File: src/hdl/bpp_pkg.sv
// Shared types and constants for the button press pacer.
package bpp_pkg;

   localparam int OPCODE_W   = 2;
   localparam int REQ_CODE_W = 8;
   localparam int CODE_W     = 4;
   localparam int REL_W      = 10;
   localparam int GAP_W      = 14;
   localparam int CSR_IDX_W  = 2;
   localparam int CSR_DATA_W = 14;

   localparam logic [OPCODE_W-1:0] OP_TICK      = 2'd0;
   localparam logic [OPCODE_W-1:0] OP_BUTTON    = 2'd1;
   localparam logic [OPCODE_W-1:0] OP_LINK_UP   = 2'd2;
   localparam logic [OPCODE_W-1:0] OP_LINK_DOWN = 2'd3;

   localparam logic [CSR_IDX_W-1:0] CSR_RELEASE_DELAY = 2'd0;
   localparam logic [CSR_IDX_W-1:0] CSR_MIN_GAP       = 2'd1;
   localparam logic [CSR_IDX_W-1:0] CSR_CHANNEL_READY = 2'd2;

   localparam logic [REQ_CODE_W-1:0] MIN_CODE = 8'h01;
   localparam logic [REQ_CODE_W-1:0] MAX_CODE = 8'h0D;
   localparam logic [CODE_W-1:0]     RELEASE_CODE = 4'h0;

   localparam logic [REL_W-1:0] REL_TIMER_MAX = 10'd1023;
   localparam logic [GAP_W-1:0] GAP_TIMER_MAX = 14'd16383;

   localparam logic [REL_W-1:0] RELEASE_DELAY_RESET = 10'd100;
   localparam logic [GAP_W-1:0] MIN_GAP_RESET       = 14'd300;

   typedef struct packed {
      logic [CODE_W-1:0] report_code;
      logic              is_release;
   } report_type;

   typedef struct packed {
      logic push;
      logic pop;
      logic clear;
   } queue_ctl_type;

   typedef struct packed {
      logic empty;
      logic full;
   } queue_status_type;

endpackage

File: src/hdl/bpp_req_if.sv
// Request channel carrying opcode and button code.
interface bpp_req_if;
   import bpp_pkg::*;

   logic                  valid;
   logic                  ready;
   logic [OPCODE_W-1:0]   opcode;
   logic [REQ_CODE_W-1:0] request_code;

   modport source (output valid, output opcode, output request_code, input ready);
   modport sink (input valid, input opcode, input request_code, output ready);

endinterface

File: src/hdl/bpp_rsp_if.sv
// Response channel carrying press and release reports.
interface bpp_rsp_if;
   import bpp_pkg::*;

   logic              valid;
   logic              ready;
   logic [CODE_W-1:0] report_code;
   logic              is_release;

   modport source (output valid, output report_code, output is_release, input ready);
   modport sink (input valid, input report_code, input is_release, output ready);

endinterface

File: src/hdl/button_press_pacer.sv
// Button press pacer top level: request decode, timers and report pacing.
// A report emitted on an accepted tick request is registered in the output buffer before it appears on rsp_chan.
// Throughput: one request per cycle while req_chan.ready is high; every request is handled in the cycle it is accepted.
// req_chan.ready drops only while two reports wait in the output buffer.
// Reset clears link state, queue, timers and pending release; delay 100, gap 300,
// channel ready 0.
module button_press_pacer
   import bpp_pkg::*;
#(
   parameter int QUEUE_DEPTH = 16
) (
   input  logic                  clock,
   input  logic                  reset,
   bpp_req_if.sink               req_chan,
   bpp_rsp_if.source             rsp_chan,
   input  logic                  csr_wr_en,
   input  logic [CSR_IDX_W-1:0]  csr_index,
   input  logic [CSR_DATA_W-1:0] csr_wr_data
);

   logic [REL_W-1:0] release_delay_ff;
   logic [GAP_W-1:0] min_gap_ff;
   logic             channel_ready_ff;

   logic             link_up_ff, link_up_in;
   logic             release_pending_ff, release_pending_in;
   logic [REL_W-1:0] release_timer_ff, release_timer_in;
   logic [GAP_W-1:0] gap_timer_ff, gap_timer_in;
   logic             sent_before_ff, sent_before_in;

   logic [REL_W-1:0]  rel_inc;
   logic [GAP_W-1:0]  gap_inc;
   logic              released;
   logic              accept;
   logic              buf_space;
   logic              emit;
   report_type        emit_report;
   queue_ctl_type     q_ctl;
   queue_status_type  q_status;
   logic [CODE_W-1:0] q_head_code;
   logic              code_ok;

   assign req_chan.ready = buf_space;
   assign accept = req_chan.valid && req_chan.ready;
   assign code_ok = (req_chan.request_code >= MIN_CODE) && (req_chan.request_code <= MAX_CODE);
   assign rel_inc = (release_timer_ff == REL_TIMER_MAX) ? release_timer_ff
                                                        : release_timer_ff + REL_W'(1);
   assign gap_inc = (gap_timer_ff == GAP_TIMER_MAX) ? gap_timer_ff
                                                    : gap_timer_ff + GAP_W'(1);

   always_comb begin
      link_up_in         = link_up_ff;
      release_pending_in = release_pending_ff;
      release_timer_in   = release_timer_ff;
      gap_timer_in       = gap_timer_ff;
      sent_before_in     = sent_before_ff;
      released           = 1'b0;
      emit               = 1'b0;
      emit_report        = '0;
      q_ctl              = '0;
      if (accept) begin
         unique case (req_chan.opcode)
            OP_TICK: begin
               gap_timer_in = gap_inc;
               if (release_pending_ff) begin
                  if (rel_inc >= release_delay_ff) begin
                     emit                   = link_up_ff && channel_ready_ff;
                     emit_report.report_code = RELEASE_CODE;
                     emit_report.is_release  = 1'b1;
                     release_pending_in     = 1'b0;
                     gap_timer_in           = '0;
                     sent_before_in         = 1'b1;
                     released               = 1'b1;
                  end else begin
                     release_timer_in = rel_inc;
                  end
               end
               if (!released && !release_pending_ff && !q_status.empty &&
                   (!sent_before_ff || (gap_inc >= min_gap_ff))) begin
                  q_ctl.pop = 1'b1;
                  if (link_up_ff) begin
                     emit                    = channel_ready_ff;
                     emit_report.report_code = q_head_code;
                     emit_report.is_release  = 1'b0;
                     release_timer_in        = '0;
                     release_pending_in      = 1'b1;
                  end
               end
            end
            OP_BUTTON: begin
               q_ctl.push = code_ok && link_up_ff && !q_status.full;
            end
            OP_LINK_UP: begin
               link_up_in = 1'b1;
            end
            OP_LINK_DOWN: begin
               link_up_in         = 1'b0;
               release_pending_in = 1'b0;
               q_ctl.clear        = 1'b1;
            end
            default: begin
               link_up_in = link_up_ff;
            end
         endcase
      end
   end

   always_ff @(posedge clock) begin
      if (reset) begin
         link_up_ff         <= 1'b0;
         release_pending_ff <= 1'b0;
         release_timer_ff   <= '0;
         gap_timer_ff       <= '0;
         sent_before_ff     <= 1'b0;
      end else begin
         link_up_ff         <= link_up_in;
         release_pending_ff <= release_pending_in;
         release_timer_ff   <= release_timer_in;
         gap_timer_ff       <= gap_timer_in;
         sent_before_ff     <= sent_before_in;
      end
   end

   always_ff @(posedge clock) begin
      if (reset) begin
         release_delay_ff <= RELEASE_DELAY_RESET;
         min_gap_ff       <= MIN_GAP_RESET;
         channel_ready_ff <= 1'b0;
      end else if (csr_wr_en) begin
         unique case (csr_index)
            CSR_RELEASE_DELAY: release_delay_ff <= csr_wr_data[REL_W-1:0];
            CSR_MIN_GAP:       min_gap_ff       <= csr_wr_data[GAP_W-1:0];
            CSR_CHANNEL_READY: channel_ready_ff <= csr_wr_data[0];
            default:           channel_ready_ff <= channel_ready_ff;
         endcase
      end
   end

   bpp_queue #(
      .QUEUE_DEPTH (QUEUE_DEPTH)
   ) u_queue (
      .clock     (clock),
      .reset     (reset),
      .ctl       (q_ctl),
      .push_code (req_chan.request_code[CODE_W-1:0]),
      .head_code (q_head_code),
      .status    (q_status)
   );

   bpp_rsp_buffer u_rsp_buffer (
      .clock       (clock),
      .reset       (reset),
      .push        (emit),
      .push_report (emit_report),
      .has_space   (buf_space),
      .rsp_chan    (rsp_chan)
   );

   a_report_needs_link: assert property (@(posedge clock) disable iff (reset)
      emit |-> (link_up_ff && channel_ready_ff))
      else $error("report emitted while link down or channel not ready");

   a_release_clears_pending: assert property (@(posedge clock) disable iff (reset)
      released |=> (!release_pending_ff && (gap_timer_ff == '0)))
      else $error("release did not clear pending state");

   a_link_down_clears: assert property (@(posedge clock) disable iff (reset)
      (accept && (req_chan.opcode == OP_LINK_DOWN)) |=> (!link_up_ff && !release_pending_ff))
      else $error("link down left state behind");

endmodule

File: src/hdl/bpp_queue.sv
// Button code FIFO with prefetched head entry.
module bpp_queue
   import bpp_pkg::*;
#(
   parameter int QUEUE_DEPTH = 16
) (
   input  logic              clock,
   input  logic              reset,
   input  queue_ctl_type     ctl,
   input  logic [CODE_W-1:0] push_code,
   output logic [CODE_W-1:0] head_code,
   output queue_status_type  status
);

   localparam int AW = (QUEUE_DEPTH > 1) ? $clog2(QUEUE_DEPTH) : 1;
   localparam int CW = $clog2(QUEUE_DEPTH + 1);
   localparam logic [AW-1:0] LAST_ADDR = AW'(QUEUE_DEPTH - 1);
   localparam logic [CW-1:0] FULL_COUNT = CW'(QUEUE_DEPTH);

   logic [CODE_W-1:0] mem [QUEUE_DEPTH];
   logic [CODE_W-1:0] head_data_ff;
   logic [AW-1:0]     head_ff, head_in;
   logic [AW-1:0]     tail_ff, tail_in;
   logic [CW-1:0]     count_ff, count_in;

   always_comb begin
      head_in  = head_ff;
      tail_in  = tail_ff;
      count_in = count_ff;
      if (ctl.clear) begin
         head_in  = '0;
         tail_in  = '0;
         count_in = '0;
      end else begin
         if (ctl.pop) begin
            head_in  = (head_ff == LAST_ADDR) ? '0 : head_ff + AW'(1);
            count_in = count_ff - CW'(1);
         end
         if (ctl.push) begin
            tail_in  = (tail_ff == LAST_ADDR) ? '0 : tail_ff + AW'(1);
            count_in = count_ff + CW'(1);
         end
      end
   end

   always_ff @(posedge clock) begin
      if (reset) begin
         head_ff  <= '0;
         tail_ff  <= '0;
         count_ff <= '0;
      end else begin
         head_ff  <= head_in;
         tail_ff  <= tail_in;
         count_ff <= count_in;
      end
   end

   // prefetch the entry at the next head, forward a same-cycle write
   always_ff @(posedge clock) begin
      if (ctl.push) begin
         mem[tail_ff] <= push_code;
      end
      if (ctl.push && (tail_ff == head_in)) begin
         head_data_ff <= push_code;
      end else begin
         head_data_ff <= mem[head_in];
      end
   end

   assign head_code    = head_data_ff;
   assign status.empty = (count_ff == '0);
   assign status.full  = (count_ff == FULL_COUNT);

   a_pop_not_empty: assert property (@(posedge clock) disable iff (reset)
      ctl.pop |-> !status.empty)
      else $error("pop from empty queue");

   a_push_not_full: assert property (@(posedge clock) disable iff (reset)
      ctl.push |-> !status.full)
      else $error("push into full queue");

   a_clear_empties: assert property (@(posedge clock) disable iff (reset)
      ctl.clear |=> status.empty)
      else $error("queue not empty after clear");

endmodule

File: src/hdl/bpp_rsp_buffer.sv
// Two-entry output buffer for reports.
module bpp_rsp_buffer
   import bpp_pkg::*;
(
   input  logic       clock,
   input  logic       reset,
   input  logic       push,
   input  report_type push_report,
   output logic       has_space,
   bpp_rsp_if.source  rsp_chan
);

   report_type  entry_ff [2];
   logic        wr_ptr_ff;
   logic        rd_ptr_ff;
   logic [1:0]  count_ff, count_in;
   logic        pop;

   assign pop       = rsp_chan.valid && rsp_chan.ready;
   assign has_space = (count_ff != 2'd2);

   always_comb begin
      count_in = count_ff;
      unique case ({push, pop})
         2'b10:   count_in = count_ff + 2'd1;
         2'b01:   count_in = count_ff - 2'd1;
         default: count_in = count_ff;
      endcase
   end

   always_ff @(posedge clock) begin
      if (reset) begin
         wr_ptr_ff <= 1'b0;
         rd_ptr_ff <= 1'b0;
         count_ff  <= 2'd0;
      end else begin
         count_ff <= count_in;
         if (push) begin
            wr_ptr_ff <= ~wr_ptr_ff;
         end
         if (pop) begin
            rd_ptr_ff <= ~rd_ptr_ff;
         end
      end
   end

   always_ff @(posedge clock) begin
      if (push) begin
         entry_ff[wr_ptr_ff] <= push_report;
      end
   end

   assign rsp_chan.valid       = (count_ff != 2'd0);
   assign rsp_chan.report_code = entry_ff[rd_ptr_ff].report_code;
   assign rsp_chan.is_release  = entry_ff[rd_ptr_ff].is_release;

   a_no_overflow: assert property (@(posedge clock) disable iff (reset)
      push |-> has_space)
      else $error("report buffer overflow");

   a_count_bound: assert property (@(posedge clock) disable iff (reset)
      count_ff != 2'd3)
      else $error("report buffer count out of range");

endmodule
File: src/flat_wrapper.sv
// flat-port wrapper written by rule: the top's interface ports become plain ports
module button_press_pacer_flat import bpp_pkg::*;
#(
   parameter int QUEUE_DEPTH = 16
)
  (clock, reset, csr_wr_en, csr_index, csr_wr_data, req_chan_valid, req_chan_opcode, req_chan_request_code, req_chan_ready, rsp_chan_valid, rsp_chan_report_code, rsp_chan_is_release, rsp_chan_ready);
  bpp_req_if req_chan_i ();
  bpp_rsp_if rsp_chan_i ();
  input  logic clock;
  input  logic reset;
  input  logic csr_wr_en;
  input  logic [CSR_IDX_W-1:0] csr_index;
  input  logic [CSR_DATA_W-1:0] csr_wr_data;
  input wire logic [$bits(req_chan_i.valid)-1:0] req_chan_valid;
  input wire logic [$bits(req_chan_i.opcode)-1:0] req_chan_opcode;
  input wire logic [$bits(req_chan_i.request_code)-1:0] req_chan_request_code;
  output wire logic [$bits(req_chan_i.ready)-1:0] req_chan_ready;
  output wire logic [$bits(rsp_chan_i.valid)-1:0] rsp_chan_valid;
  output wire logic [$bits(rsp_chan_i.report_code)-1:0] rsp_chan_report_code;
  output wire logic [$bits(rsp_chan_i.is_release)-1:0] rsp_chan_is_release;
  input wire logic [$bits(rsp_chan_i.ready)-1:0] rsp_chan_ready;
  assign req_chan_i.valid = req_chan_valid;
  assign req_chan_i.opcode = req_chan_opcode;
  assign req_chan_i.request_code = req_chan_request_code;
  assign req_chan_ready = req_chan_i.ready;
  assign rsp_chan_valid = rsp_chan_i.valid;
  assign rsp_chan_report_code = rsp_chan_i.report_code;
  assign rsp_chan_is_release = rsp_chan_i.is_release;
  assign rsp_chan_i.ready = rsp_chan_ready;
  button_press_pacer #(.QUEUE_DEPTH(QUEUE_DEPTH)) u_core (.clock(clock), .reset(reset), .req_chan(req_chan_i), .rsp_chan(rsp_chan_i), .csr_wr_en(csr_wr_en), .csr_index(csr_index), .csr_wr_data(csr_wr_data));
endmodule
File: config.mk
export PLATFORM = sky130hd
export DESIGN_NAME = button_press_pacer_flat
export DESIGN_NICKNAME = d
export VERILOG_FILES = /design/src/hdl/bpp_pkg.sv /design/src/hdl/bpp_req_if.sv /design/src/hdl/bpp_rsp_if.sv /design/src/hdl/button_press_pacer.sv /design/src/hdl/bpp_queue.sv /design/src/hdl/bpp_rsp_buffer.sv /design/src/flat_wrapper.sv
export SDC_FILE = /design/constraint.sdc
export NUM_CORES = 1
export LEC_CHECK = 0
export BUFFER_PORTS_ARGS = -buffer_cell sky130_fd_sc_hd__buf_2
export CORE_MARGIN = 3
export CORE_UTILIZATION = 40
export CTS_CLUSTER_SIZE = 16
export DETAILED_ROUTE_END_ITERATION = 6
export SLEW_MARGIN = 0
export SYNTH_ARGS = -nofsm -noshare
export SYNTH_HDL_FRONTEND = slang
export SYNTH_SLANG_ARGS = --single-unit
export TNS_END_PERCENT = 20
File: constraint.sdc
create_clock -name clock -period 4.5 [get_ports clock]
set_clock_uncertainty 0.05 [all_clocks]
set_input_delay 0.9 -clock clock [delete_from_list [all_inputs] [get_ports clock]]
set_output_delay 0.9 -clock clock [all_outputs]
set_load 0.01 [all_outputs]
# [Yosys cells after proc, flatten, opt, wreduce, memory -nomap -nowiden]
# Memory sizes are Yosys's and may differ from the RTL's. A register that Yosys moved wholly into a read port is not among the register bits.
# Index checks and enable logic that the tools add are counted.
[op_classes] mux=48 n_eq_ne=13 div=0 order_cmp=4 n_reduce_logical=31 multipliers=0 addsub=8 bitwise=2 n_shift=0
[op_table] cell="$mux W10" n=5
[op_table] cell="$mux W14" n=3
[op_table] cell="$mux W5" n=7
[op_table] cell="$mux W1" n=25
[op_table] cell="$mux W4" n=4
[op_table] cell="$add A14 B1 Y14 const B" n=1
[op_table] cell="$eq A14 B14 Y1 const B" n=1
[op_table] cell="$ge A14 B14 Y1" n=1
[op_table] cell="$reduce_and A2 Y1" n=6
[op_table] cell="$add A10 B1 Y10 const B" n=1
[op_table] cell="$eq A10 B10 Y1 const B" n=1
[op_table] cell="$ge A10 B10 Y1" n=1
[op_table] cell="$reduce_bool A2 Y1" n=5
[op_table] cell="$logic_and A1 B1 Y1" n=9
[op_table] cell="$add A4 B1 Y4 const B" n=2
[op_table] cell="$eq A2 B2 Y1 const B" n=4
[op_table] cell="$eq A4 B4 Y1 const B" n=2
[op_table] cell="$ge A8 B1 Y1 const B" n=1
[op_table] cell="$le A8 B4 Y1 const B" n=1
[op_table] cell="$eq A2 B1 Y1 const B" n=3
[op_table] cell="$add A5 B1 Y5 const B" n=1
[op_table] cell="$eq A5 B5 Y1 const B" n=1
[op_table] cell="$logic_not A1 Y1" n=5
[op_table] cell="$logic_not A5 Y1" n=1
[op_table] cell="12 further kinds" n=15
[totals] ramBits=74 romBits=0 latchBits=0 reg_bits=69 n_memories=2 in_bits=31
[memory_table] memory="u_core.u_queue.mem" words=16 width=4 rd=1 rd_clocked_by_memory_dff=1 wr=1 line_no="bpp_queue.sv:20" rtl="logic [CODE_W-1:0] mem [QUEUE_DEPTH];"
[memory_table] memory="u_core.u_rsp_buffer.entry_ff" words=2 width=5 rd=1 rd_clocked_by_memory_dff=1 wr=1 line_no="bpp_rsp_buffer.sv:13" rtl="report_type entry_ff [2];"

# [Longest topological paths before layout]
[logic_depth] ltp_word=16 mapped_depth=16

# [By module]
# From an unflattened synthesis, not the netlist that was laid out.
[hier_totals] cells_unflattened=706 area_unflattened_um2=7502.2
[by_module_without_submodules] module="button_press_pacer" seq_area_each_um2=1041.0 area_each_um2=3482.1 n_inst=1 cells_each=450
[by_module_without_submodules] module="bpp_queue" seq_area_each_um2=2262.2 area_each_um2=3449.6 n_inst=1 cells_each=218
[by_module_without_submodules] module="bpp_rsp_buffer" seq_area_each_um2=400.4 area_each_um2=570.5 n_inst=1 cells_each=38

# [Least setup slack after synthesis]
# Ideal clock, no wire load.
[synth_path] kind="flip-flop to flip-flop" startpoint="register u_core.gap_timer_ff[0]" endpoint="register u_core.u_rsp_buffer.count_ff[1]" period_less_slack_ns=3.701 setup_time_ns=0.071 required_time_ns=4.379 stages_incl_launch_ff=16 setup_slack_ns=0.799 arrival_ns=3.580 cell_sequence="dfxtp_1 -> ha_1 -> nand2_1 -> nor3_1 -> and2_1 -> nand3b_1 -> o21a_1 -> ha_1 -> a21oi_1 -> nand2_1 -> a221o_1 -> o21a_2 -> o211ai_2 -> ha_1 -> or3_1 -> a21oi_1"
[synth_between] elab_chain_len=10
[synth_rtl] element="from (decl)" line_no="button_press_pacer.sv:28" rtl="logic [GAP_W-1:0] gap_timer_ff, gap_timer_in;"
[synth_rtl] element="from (signal assigned)" line_no="button_press_pacer.sv:119" rtl="gap_timer_ff <= gap_timer_in;"
[synth_rtl] element="$add A14 B1 Y14 or $eq A14 B14 Y1 (tied branches)" line_no="button_press_pacer.sv:49, button_press_pacer.sv:48"
[synth_rtl] element="$mux W14 *" line_no="button_press_pacer.sv:48" rtl="assign gap_inc = (gap_timer_ff == GAP_TIMER_MAX) ? gap_timer_ff"
[synth_rtl] element="$ge A14 B14 Y1 *" line_no="button_press_pacer.sv:79" rtl="(!sent_before_ff || (gap_inc >= min_gap_ff))) begin"
[synth_rtl] element="$logic_or A1 B1 Y1 *" line_no="button_press_pacer.sv:79"
[synth_rtl] element="$logic_and A1 B1 Y1 *" line_no="button_press_pacer.sv:78" rtl="if (!released && !release_pending_ff && !q_status.empty &&"
[synth_rtl] element="$mux W1 *" line_no="button_press_pacer.sv:78"
[synth_rtl] element="$mux W1 *" line_no="button_press_pacer.sv:62" rtl="unique case (req_chan.opcode)"
[synth_rtl] element="$mux W1 *" line_no="button_press_pacer.sv:61" rtl="if (accept) begin"
[synth_rtl] element="$eq A2 B1 Y1 or $eq A2 B2 Y1 (tied branches)" line_no="bpp_rsp_buffer.sv:24" rtl="unique case ({push, pop})"
[synth_rtl] element="$pmux W2 S2 or $reduce_bool A2 Y1 (tied branches)"
[synth_rtl] element="to (signal assigned)" line_no="bpp_rsp_buffer.sv:37" rtl="count_ff <= count_in;"
[synth_rtl] element="to (decl)" line_no="bpp_rsp_buffer.sv:16" rtl="logic [1:0] count_ff, count_in;"
# Every way passes the cells marked *; elsewhere a longest branch is shown, timed or not.
# A chain may end at the register's enable or synchronous reset.

# [Worst setup path after layout]
[layout_path] startpoint="register u_core.gap_timer_ff[3]" endpoint="register u_core.u_rsp_buffer.count_ff[1]"
# The elaborated chain is that of the path after synthesis.

==> results.toml <==
[pwr]
vdd.ir_drop.worst_uv = 289.2
leakagePower_nw = 2.970
power_w = 0.002966
p_per_area_mw_per_mm2 = 361.1

[yosys]
synth-seq-area-share_pct = 51.34
syn_nets = 736
ys_types = 64
synth_top_area_share_pct = 30.81
synth_largest_area_cell = "edfxtp_1"
synthTopCellsByArea = "edfxtp_1 31%, dfxtp_1 21%, ha_1 6.8%"
synth_ff_type = "edfxtp_1"
syn_inst = 665
synth_area_mm2 = 0.007213
ys_warn_count = 0
synthArstFlopShare_pct = 0
synth-edff-count = 74
synth_commonest_cells = "74 x dfxtp_1, 74 x edfxtp_1, 65 x nand2_1"
syn_avg_cell_area_um2 = 10.85
ys_seq_elements = 148

[global_route]
grt_pass1_wl_um = 25880
gr-total-overflow = 0
grtUsageTotal_pct = 16.53
busiest_layer = "met2"
use_met2_pct = 27.34
grt_pass1_vias = 5137
grt_util_met3_pct = 3.790
antenna_found_initial = 0
grt_max_degree = 35
grt_use_met1_pct = 21.38

[routing]
drc = 0
drt_first_iter_violations = 404
vias = 5171
drt-total-wl_um = 15850
antenna_left = 0
dr.pass1.iters = 5
via_per_inst = 5.513
wire_per_inst_um = 16.90

[placed_design]
post-place-cells = 906
dp_hpwl_um = 11660
routabilityCongestion = 0.8724
numPortBuffers = 37

[worst_setup_path]
path_buf_inv = 0
cp_slowest_cell = "dfxtp_1"
r2r-start = "u_core.gap_timer_ff[3]"
worstSetupStartpointType = "flip-flop"
critPathArrivalTime_ps = 4510
cp_top_family = "compound AO/OA/AOI/OAI gates"
crit_required_ps = 4800
cp.depth = 14
cpPeakStageDelay_ps = 440
end_kind = "flip-flop"
startpoint = "u_core.gap_timer_ff[3]"
critical_path_class = "reg -> reg"
r2r_end = "u_core.u_rsp_buffer.count_ff[1]"
crit_path_end = "u_core.u_rsp_buffer.count_ff[1]"
crit_fanout = 7
reg2reg_depth = 14
reg2reg_slack_ps = 300
path_cells = "nand4_1 -> or2_0 -> o31ai_4 -> nor2_1 -> xnor2_1 -> ha_1 -> a21oi_1 -> o21ai_0 -> a221o_1 -> o21a_2 -> o211ai_2 -> ha_1 -> or3_1 -> a21oi_1"

[floorplan]
io_pins = 38
core_area_mm2 = 0.01748
rows = 48
dieWidth_um = 140.3
die_h_um = 140.3
initial_core_util_pct = 41.27
die-area_mm2 = 0.01968

[clocking]
cts_made_buffers = 17
clkSinkCount = 148
insertion_delay_ps = 420
post_cts_resized = 0
cts.clk_slew.worst_paths_ps = 60
cts_tree = "done"
cts_max_level = 4
clockBufferDepth = 2
hold_buffers = 0
postCtsSetupBuffers = 0
clockRootBuffer = "clkbuf_16"

[layout]
final_nets = 771
area_delta_synth_final_pct = 13.88
n_antenna_cell = 0
seqCellArea_mm2 = 0.003704
instances_no_fill = 938
multi_input_area_mm2 = 0.003276
drive_gt1_share_pct = 17.11
fill_cells = 1584

[sta]
slew_violations = 0
rsz0062_at_grt = "no"
worstMarginPinSlew_ps = 1092
report.final.hold_viol_count = 0
period_minus_slack_ps = 4205
relSlewSlack_pct = 27.09
period_share_pct = 93.44
fin_tns_setup_ps = 0
setup_viol = 0
max_freq_mhz = 237.8

[run_status]
status = "completed"

[worst_hold_path]
min_from = "u_core.min_gap_ff[6]"
holdCritPathClass = "reg -> reg"

[job]
maxCapViolations = 0
[cells by family (layout without fill, tap and decap cells)]
kind of cell	count (synthesis)	in the layout	synth area share, %
buf+inv	61	109	3.313
xor+xnor	21	21	2.550
flops	148	148	51.34
mux	35	35	8.517
simple gates	241	241	16.51
compound gates	119	119	10.72
fa+ha+maj	40	40	7.043
[how the worst min path moves through the flow]
stage	end	slack, ps	depth (start not counted)
floorplan	u_core.sent_before_ff	380	2
global placement	u_core.min_gap_ff[11]	390	2
detailed placement	u_core.min_gap_ff[7]	400	2
CTS	u_core.release_delay_ff[3]	420	2
global route	u_core.min_gap_ff[6]	440	2
finish	u_core.min_gap_ff[6]	410	2
[stage by stage]
| step | hold slack [ps] | setup slack, ps | instance area, um^2 | util, % |
|---|---|---|---|---|
| floorplan | 382.3 | 799.1 | 7213 | - |
| global placement | 393.0 | 442.4 | 7610 | 43.54 |
| detailed placement | 400.1 | 292.4 | 7610 | 43.54 |
| CTS | 415.0 | 278.8 | 8209 | 46.97 |
| global route | 435.9 | 100.2 | 8214 | 47.00 |
| finish | 407.5 | 295.3 | 8214 | 47.00 |
[metal layers]
metal	routed length, um	up-vias
met4	196	0
li1	-	2512
met2	7939	131
met5	0	-
met3	779	17
met1	6938	2511
[where the power goes]
| group | total, W | leakage, nW | internal, W | switching [W] |
|---|---|---|---|---|
| Combinational | 0.000127 | 1.41 | 0.0000487 | 0.0000778 |
| Sequential | 0.00144 | 1.27 | 0.00142 | 0.0000125 |
| Clock | 0.00140 | 0.288 | 0.000791 | 0.000611 |
[final cells by class]
class | count | area share [%]
clock inverters | 14 | 2.072
well taps | 225 | 3.427
inverters | 35 | 1.599
repair buffers | 42 | 2.711
clock buffers | 18 | 5.225
multi-input cells | 456 | 39.88
flip-flops and latches | 148 | 45.09
[state kept, by name, summed over array words and instances, names as in the netlist, 2 cells and up, named ones only]
| register | count |
|---|---|
| u_core.release_delay_ff | 10 |
| u_core.u_queue.tail_ff | 4 |
| u_core.u_queue.head_ff | 4 |
| u_core.u_queue.mem | 64 |
| u_core.release_timer_ff | 10 |
| u_core.u_rsp_buffer.count_ff | 2 |
| u_core.u_queue.count_ff | 5 |
| u_core.gap_timer_ff | 14 |
| u_core.min_gap_ff | 14 |
| u_core.u_rsp_buffer.entry_ff | 10 |
[tightest hold or removal path, delay by kind of cell (launching register included)]
kind / cells / cell delay (ps)
AOI/OAI and AO/OA: 1 / 50
DFF: 1 / 310
and+or+nand+nor: 1 / 50
[placed cells by master (no fill, tap or decap), types with 4 or more instances in the layout]
cell type	n
mux4_2	20
and3_1	7
xor2_1	11
xnor2_1	10
nand2b_1	5
a31oi_1	14
o21a_1	5
nand3_1	30
nand3b_1	5
buf_2	37
a32o_1	5
edfxtp_1	74
nor4_1	4
buf_4	5
and2_1	6
nand2_1	65
inv_6	4
clkbuf_16	17
or2_2	4
ha_1	39
mux2_2	11
inv_1	34
nor3_1	22
dfxtp_1	74
o21ai_0	15
o211ai_1	5
nor2_1	53
nor2b_1	9
nand4_1	11
mux2i_1	4
or3_1	5
a21oi_1	49
(Power assumes the default switching activity.)
